<file path="src/rtl/core/windowed_throughput_meter_core_defines.svh">
// ----------------------------------------------------------------------------
// windowed throughput meter - assertion macros
// shared assertion helpers, compiled out when ASSERT_OFF is defined
// ----------------------------------------------------------------------------
`ifndef WINDOWED_THROUGHPUT_METER_CORE_DEFINES_SVH
`define WINDOWED_THROUGHPUT_METER_CORE_DEFINES_SVH
`ifndef ASSERT_OFF
// same-cycle implication
`define ASSERT_IMPLIES(label, clk, rst_n, ante, cons, msg) \
    label: assert property (@(posedge clk) disable iff (!rst_n) (ante) |-> (cons)) \
        else $error(msg);
// next-cycle implication
`define ASSERT_NEXT(label, clk, rst_n, ante, cons, msg) \
    label: assert property (@(posedge clk) disable iff (!rst_n) (ante) |=> (cons)) \
        else $error(msg);
`else
`define ASSERT_IMPLIES(label, clk, rst_n, ante, cons, msg)
`define ASSERT_NEXT(label, clk, rst_n, ante, cons, msg)
`endif
`endif

</file>
<file path="src/rtl/core/wtm_pkg.sv">
// ----------------------------------------------------------------------------
// wtm_pkg
// shared types and constants of the windowed throughput meter
// ----------------------------------------------------------------------------
package wtm_pkg;

    localparam int TIME_W        = 32;
    localparam int RATE_W        = 32;
    localparam int ACT_W         = 8;
    localparam int HOURS_W       = 21;
    localparam int MINSEC_W      = 6;
    localparam int WARMUP_W      = 8;
    localparam int MUL_CONST_W   = 12;
    localparam int SECS_PER_HOUR = 3600;
    localparam int SECS_PER_MIN  = 60;

    localparam logic [WARMUP_W-1:0] WARMUP_RESET = 8'd20;

    typedef enum logic [4:0] {
        ST_CLEAR,
        ST_IDLE,
        ST_HR,
        ST_HR_WAIT,
        ST_MIN,
        ST_MIN_WAIT,
        ST_SLOT,
        ST_SLOT_WAIT,
        ST_AVG_MUL,
        ST_AVG,
        ST_AVG_WAIT,
        ST_FILL,
        ST_RD,
        ST_RD_WAIT,
        ST_WIN_MUL,
        ST_WIN,
        ST_WIN_WAIT,
        ST_OUT
    } t_state;

    typedef struct packed {
        logic busy;
        logic done;
    } t_div_status;

endpackage

</file>
<file path="src/rtl/core/wtm_div.sv">
// ----------------------------------------------------------------------------
// wtm_div
// restoring divider, one quotient bit per cycle
// ----------------------------------------------------------------------------
`include "windowed_throughput_meter_core_defines.svh"

module wtm_div #(
    parameter int DIVIDEND_W = 36,
    parameter int DIVISOR_W  = 32
) (
    input  logic                        i_clk,
    input  logic                        i_rst_n,
    input  logic                        i_start,
    input  logic [DIVIDEND_W-1:0]       i_dividend,
    input  logic [DIVISOR_W-1:0]        i_divisor,
    output wtm_pkg::t_div_status        o_status,
    output logic [DIVIDEND_W-1:0]       o_quotient,
    output logic [DIVISOR_W-1:0]        o_remainder
);
    import wtm_pkg::*;

    localparam int CNT_W = $clog2(DIVIDEND_W + 1);

    logic                  r_busy;
    logic                  r_done;
    logic [CNT_W-1:0]      r_cnt;
    logic [DIVIDEND_W-1:0] r_quo;
    logic [DIVISOR_W-1:0]  r_rem;
    logic [DIVISOR_W-1:0]  r_dvs;

    logic [DIVISOR_W:0]    shifted;
    logic [DIVISOR_W:0]    trial;
    logic                  fits;
    logic [DIVIDEND_W-1:0] n_quo;
    logic [DIVISOR_W-1:0]  n_rem;

    // bring down the next dividend bit and try a subtract
    always_comb begin
        shifted = {r_rem, r_quo[DIVIDEND_W-1]};
        fits    = (shifted >= {1'b0, r_dvs});
        trial   = shifted - {1'b0, r_dvs};
        n_rem   = fits ? trial[DIVISOR_W-1:0] : shifted[DIVISOR_W-1:0];
        n_quo   = {r_quo[DIVIDEND_W-2:0], fits};
    end

    always_ff @(posedge i_clk) begin
        if (!i_rst_n) begin
            r_busy <= 1'b0;
            r_done <= 1'b0;
            r_cnt  <= '0;
        end else begin
            r_done <= 1'b0;
            if (i_start && !r_busy) begin
                r_busy <= 1'b1;
                r_cnt  <= CNT_W'(DIVIDEND_W);
            end else if (r_busy) begin
                r_cnt <= r_cnt - CNT_W'(1);
                if (r_cnt == CNT_W'(1)) begin
                    r_busy <= 1'b0;
                    r_done <= 1'b1;
                end
            end
        end
    end

    always_ff @(posedge i_clk) begin
        if (i_start && !r_busy) begin
            r_quo <= i_dividend;
            r_rem <= '0;
            r_dvs <= i_divisor;
        end else if (r_busy) begin
            r_quo <= n_quo;
            r_rem <= n_rem;
        end
    end

    assign o_status.busy = r_busy;
    assign o_status.done = r_done;
    assign o_quotient    = r_quo;
    assign o_remainder   = r_rem;

    `ASSERT_IMPLIES(a_done_not_busy, i_clk, i_rst_n, r_done, !r_busy, "done while busy")
    `ASSERT_NEXT(a_start_busy, i_clk, i_rst_n, i_start && !r_busy, r_busy, "start not taken")
    `ASSERT_IMPLIES(a_done_after_busy, i_clk, i_rst_n, r_done, $past(r_busy), "done from idle")
endmodule

</file>
<file path="config.mk">
export PLATFORM = sky130hd
export DESIGN_NAME = wtm_div
export DESIGN_NICKNAME = d
export VERILOG_FILES = /design/src/rtl/core/wtm_pkg.sv /design/src/rtl/core/wtm_div.sv
export VERILOG_INCLUDE_DIRS = /design/src /design/src/rtl/core
export SDC_FILE = /design/constraint.sdc
export NUM_CORES = 1
export LEC_CHECK = 0
export ABC_AREA = 1
export BUFFER_PORTS_ARGS = -buffer_cell sky130_fd_sc_hd__buf_4
export CAP_MARGIN = 20
export CORE_ASPECT_RATIO = 1.75
export CORE_MARGIN = 2
export CORE_UTILIZATION = 50
export DETAILED_ROUTE_END_ITERATION = 10
export PLACE_DENSITY = 0.74
export SLEW_MARGIN = 20
export SYNTH_ARGS = -nofsm -noshare
export SYNTH_HDL_FRONTEND = slang
export SYNTH_SLANG_ARGS = --single-unit
</file>
<file path="constraint.sdc">
create_clock -name i_clk -period 3.2 [get_ports i_clk]
set_input_delay 0.48 -clock i_clk [delete_from_list [all_inputs] [get_ports i_clk]]
set_output_delay 0.48 -clock i_clk [all_outputs]
set_load 0.02 [all_outputs]
</file>
# Yosys cells after proc, flatten, opt, wreduce, memory -nomap -nowiden
# Cells that the tools add are included.
[classes] add_sub_neg=2 magnitude_cmp=1 eq_ne=1 n_mux=9 bitwise_logic=2 reduce_logical=5
[ops] cell="$mux 36" count=2
[ops] cell="$ge 33x32->1" count=1
[ops] cell="$mux 32" count=1
[ops] cell="$sub 32x32->32" count=1
[ops] cell="$mux 6" count=2
[ops] cell="$eq 6x1->1 const B" count=1
[ops] cell="$sub 6x1->6 const B" count=1
[ops] cell="$mux 1" count=4
[ops] cell="$reduce_or 3->1" count=1
[ops] cell="$not 1->1" count=2
[ops] cell="$reduce_bool 2->1" count=1
[ops] cell="$reduce_or 2->1" count=1
[ops] cell="$logic_and 1x1->1" count=1
[ops] cell="$logic_not 1->1" count=1
[totals] ff_bits=108 inputBits=71 output_inout_bits=70 word_cells=27

# Logic depth before layout (Yosys ltp)
[logic_depth] word_depth=4 ltp_mapped=17 depth_no_buf=16

# Worst setup path before layout
# No wires, ideal clock.
[synth_timing] path_type="reg2reg" startpoint="register r_busy" endpoint="register r_quo[0] (netlist: o_quotient[0]) (enable)" setup_time_ns=0.415 arrival_ns=1.994 t_required_ns=2.785 setup_slack_ns=0.791 path_stages_with_launch=5 path_buffers=2 period_less_slack_ns=2.409 cell_sequence="dfxtp_1 clkbuf_1 nor2_1 inv_1 clkbuf_1"
[synth_between] elab_chain_cells=3
[synth_lines] item="start: declaration" line="wtm_div.sv:24" rtl="logic r_busy;"
[synth_lines] item="start signal: assignment" line="wtm_div.sv:48" rtl="r_busy <= 1'b0;"
[synth_lines] item="start signal: assignment" line="wtm_div.sv:54" rtl="r_busy <= 1'b1;"
[synth_lines] item="start signal: assignment" line="wtm_div.sv:59" rtl="r_busy <= 1'b0;"
[synth_lines] item="$logic_not 1->1" line="wtm_div.sv:67" rtl="if (i_start && !r_busy) begin"
[synth_lines] item="$logic_and 1x1->1" line="wtm_div.sv:67"
[synth_lines] item="$reduce_bool 2->1 (no line) (*)"
[synth_lines] item="end signal: assignment" line="wtm_div.sv:68" rtl="r_quo <= i_dividend;"
[synth_lines] item="end signal: assignment" line="wtm_div.sv:72" rtl="r_quo <= n_quo;"
[synth_lines] item="end: declaration" line="wtm_div.sv:27" rtl="logic [DIVIDEND_W-1:0] r_quo;"
# Mark *: on every way between the ends. The rest lies on a longest branch, timed or not.
# A chain may end at the register's enable or synchronous reset.

# Final worst setup path
[layout_timing] startpoint="register r_rem[19] (netlist: o_remainder[19])" endpoint="register r_rem[25] (netlist: o_remainder[25])"
[layout_between] elab_chain_cells=2 word_cells_on_any_way=3 classes_between="add/sub: 1; order compare: 1; mux: 1"
[layout_lines] item="start: declaration" line="wtm_div.sv:28" rtl="logic [DIVISOR_W-1:0] r_rem;"
[layout_lines] item="start signal: assignment" line="wtm_div.sv:73" rtl="r_rem <= n_rem;"
[layout_lines] item="$sub 32x32->32 / $ge 33x32->1 (equally long branches)" line="wtm_div.sv:41, wtm_div.sv:40"
[layout_lines] item="$mux 32 (*)" line="wtm_div.sv:42" rtl="n_rem = fits ? trial[DIVISOR_W-1:0] : shifted[DIVISOR_W-1:0];"
# Marks and branches as above.

==> flow_summary.toml <==
[finish]
final_util = 0.6170
layoutNonFillerInstCount = 1340
nets = 1264
mostFrequentLayoutCells = "nand2_1, inv_1, buf_4"
num_antenna_cells = 0
final_common_cell = "nand2_1"
drive_gt1_frac = 0.1599
area_growth_pct = 20.95

[route]
drt-total-wl_mm = 19.54
vias = 6643
drc = 0
routedWlPerCell_um = 14.58
dr.first_iter.drc_count = 274
drt_pass1_iterations = 4
viasPerCell = 4.957
ant_nets = 0

[run]
cap_viol_max_count = 0

[synthesis]
yosys_warnings = 0
synth_area_um2 = 7094
syn_nets = 1131
synth_seq_cells = 108
synth_area_leaders = "edfxtp_1, nand2_1, dfxtp_1, inv_1, ha_1"
synth-edff-count = 68
synth_top_area_frac = 0.2878
netlist_instances = 1025
synth_area_leader_cell = "edfxtp_1"
ys.flop_type = "edfxtp_1"
ys_seq_area_frac = 0.4007
synth_area_per_cell_um2 = 6.921
synth.distinct_cells = 37
async_reset_ff_frac = 0

[floorplan]
rows = 57
pin_count = 141
die_x_um = 94.05
core-area_um2 = 13910
initial_core_util = 0.5101
die-area_um2 = 15200
die_h_um = 161.6

[timing]
period_needed_ps = 2506
slew_viol_final = 0
setup_viol = 0
hold_viol = 0
slew_headroom = 0.3385
setup_tns_ps = 0
min_period_over_period = 0.7832
rsz0062_at_grt = "false"
max_freq_mhz = 399.0
worstMarginPinSlew_ps = 990.8
skew_ps = 13.58

[power_and_ir_drop]
p_leak_nw = 4.693
power_mw = 7.386
ir_worst_vdd_v = 0.0003612
p_per_area_nw_per_um2 = 860.8

[critical_path]
crit_fanout = 18
cp.arrival_ps = 2760
worstSetupEndpointType = "flop"
start_kind = "flop"
crit_type = "reg2reg"
required_ps = 3450
worstRegToRegCells = 16

[clock_network]
clock_latency_ps = 350
clock-sinks = 108
numCtsBuffers = 9
cts_setup_buffers = 0
clockBufferDepth = 2
cts_root_buf = "clkbuf_16"
clkTransAtPathRegs_ps = 90
cts-htree-levels = 3
post_cts_resize_count = 0
cts_tree = "built"
hold_buffers = 0

[grt]
antenna_found_initial = 0
overflow = 0
grt_max_degree = 53
grt_pass1_wl_mm = 31.63
grt_use_total = 0.2663
grt_pass1_vias = 6723

[placement]
dp.cells = 1324
port_buffers = 140
gp_congestion = 1.021
dp_hpwl_mm = 15.23

[worst_hold_path]
hold_depth = 1
hold_class = "in2reg"

[status]
outcome = "finished clean"
-- stage by stage --
stage / hold slack, ps / worst slack (ps) / instance area [um^2]
final: 296.6 / 693.8 / 8581
after global placement: 458.3 / 692.6 / 8294
after CTS: 290.8 / 678.3 / 8581
after global routing: 284.5 / 436.5 / 8581
after detailed placement: 460.3 / 693.5 / 8294
after floorplan: 447.7 / 791.1 / 7094
-- cell usage after synthesis, types with 3 or more instances --
master	count
buf_6	4
nor2_2	5
o21bai_1	3
clkbuf_1	7
buf_1	3
nand3b_1	13
nor2_1	49
o21ai_1	11
dfxtp_1	40
o21ai_0	5
nand3_2	5
and2_1	4
xnor2_1	13
inv_1	188
edfxtp_1	68
ha_1	34
buf_2	6
nand2_1	425
nand4_1	9
nor3_1	5
a21oi_1	23
buf_4	5
nand3_1	79
nand2_2	5
-- flip-flops by register name, summed over array words and instances (netlist names) --
signal       flops
o_quotient      36
o_remainder     32
r_dvs           32
r_cnt            6
r_busy           1
r_done           1
-- layer usage --
metal,wire length [um],GRT usage
met1,7351,0.2815
met2,10500,0.4951
met3,910,0.05504
met4,783,0.1173
met5,0,0
-- kinds of logic after synthesis --
| logic type | share of synthesized area |
|---|---|
| AO/OA/AOI/OAI | 0.03562 |
| buffers and inverters | 0.1217 |
| flip-flops | 0.4007 |
| XOR/XNOR | 0.01728 |
| adder cells (fa/ha/maj) | 0.06279 |
| AND/OR/NAND/NOR | 0.3619 |
-- worst paths after layout --
| path | slack (ps) | to | start |
|---|---|---|---|
| setup / recovery | 690 | o_remainder[25] | o_remainder[19] |
| hold / removal | 300 | r_dvs[23] | i_divisor[23] |
| setup reg to reg | 690 | o_remainder[25] | o_remainder[19] |
| hold reg to reg | 470 | r_cnt[5] | r_cnt[5] |
-- worst max-delay path, cell delays in order, from the launching register on --
cell and delay, ps:
dfxtp_1 350, ha_1 390, nand2_2 160, inv_2 40
nand2_1 90, nand2_1 80, nand2_1 60, nand2_1 60
nand2_1 60, nand2_1 70, nor2_4 480, buf_12 250
nand3_1 90, nand2_1 80, inv_1 40, nand2_1 50
nand2_1 50
-- where the power goes --
group	leakage (nW)	internal (mW)	switching (mW)
clock network	0.141	0.547	0.571
logic	3.55	1.57	2.64
registers	1.00	1.81	0.252
total	4.69	3.93	3.46
-- cell type report --
cell class / instances / area [um^2]
clock buffers: 10 / 229.0
clock inverters: 6 / 57.56
fillers: 1362 / 5326
inverters: 190 / 713.2
multi-input cells: 702 / 3388
flip-flops and latches: 108 / 2843
well taps: 177 / 221.5
repair buffers: 147 / 1129
Note: power is estimated with default switching activity, not from simulation.
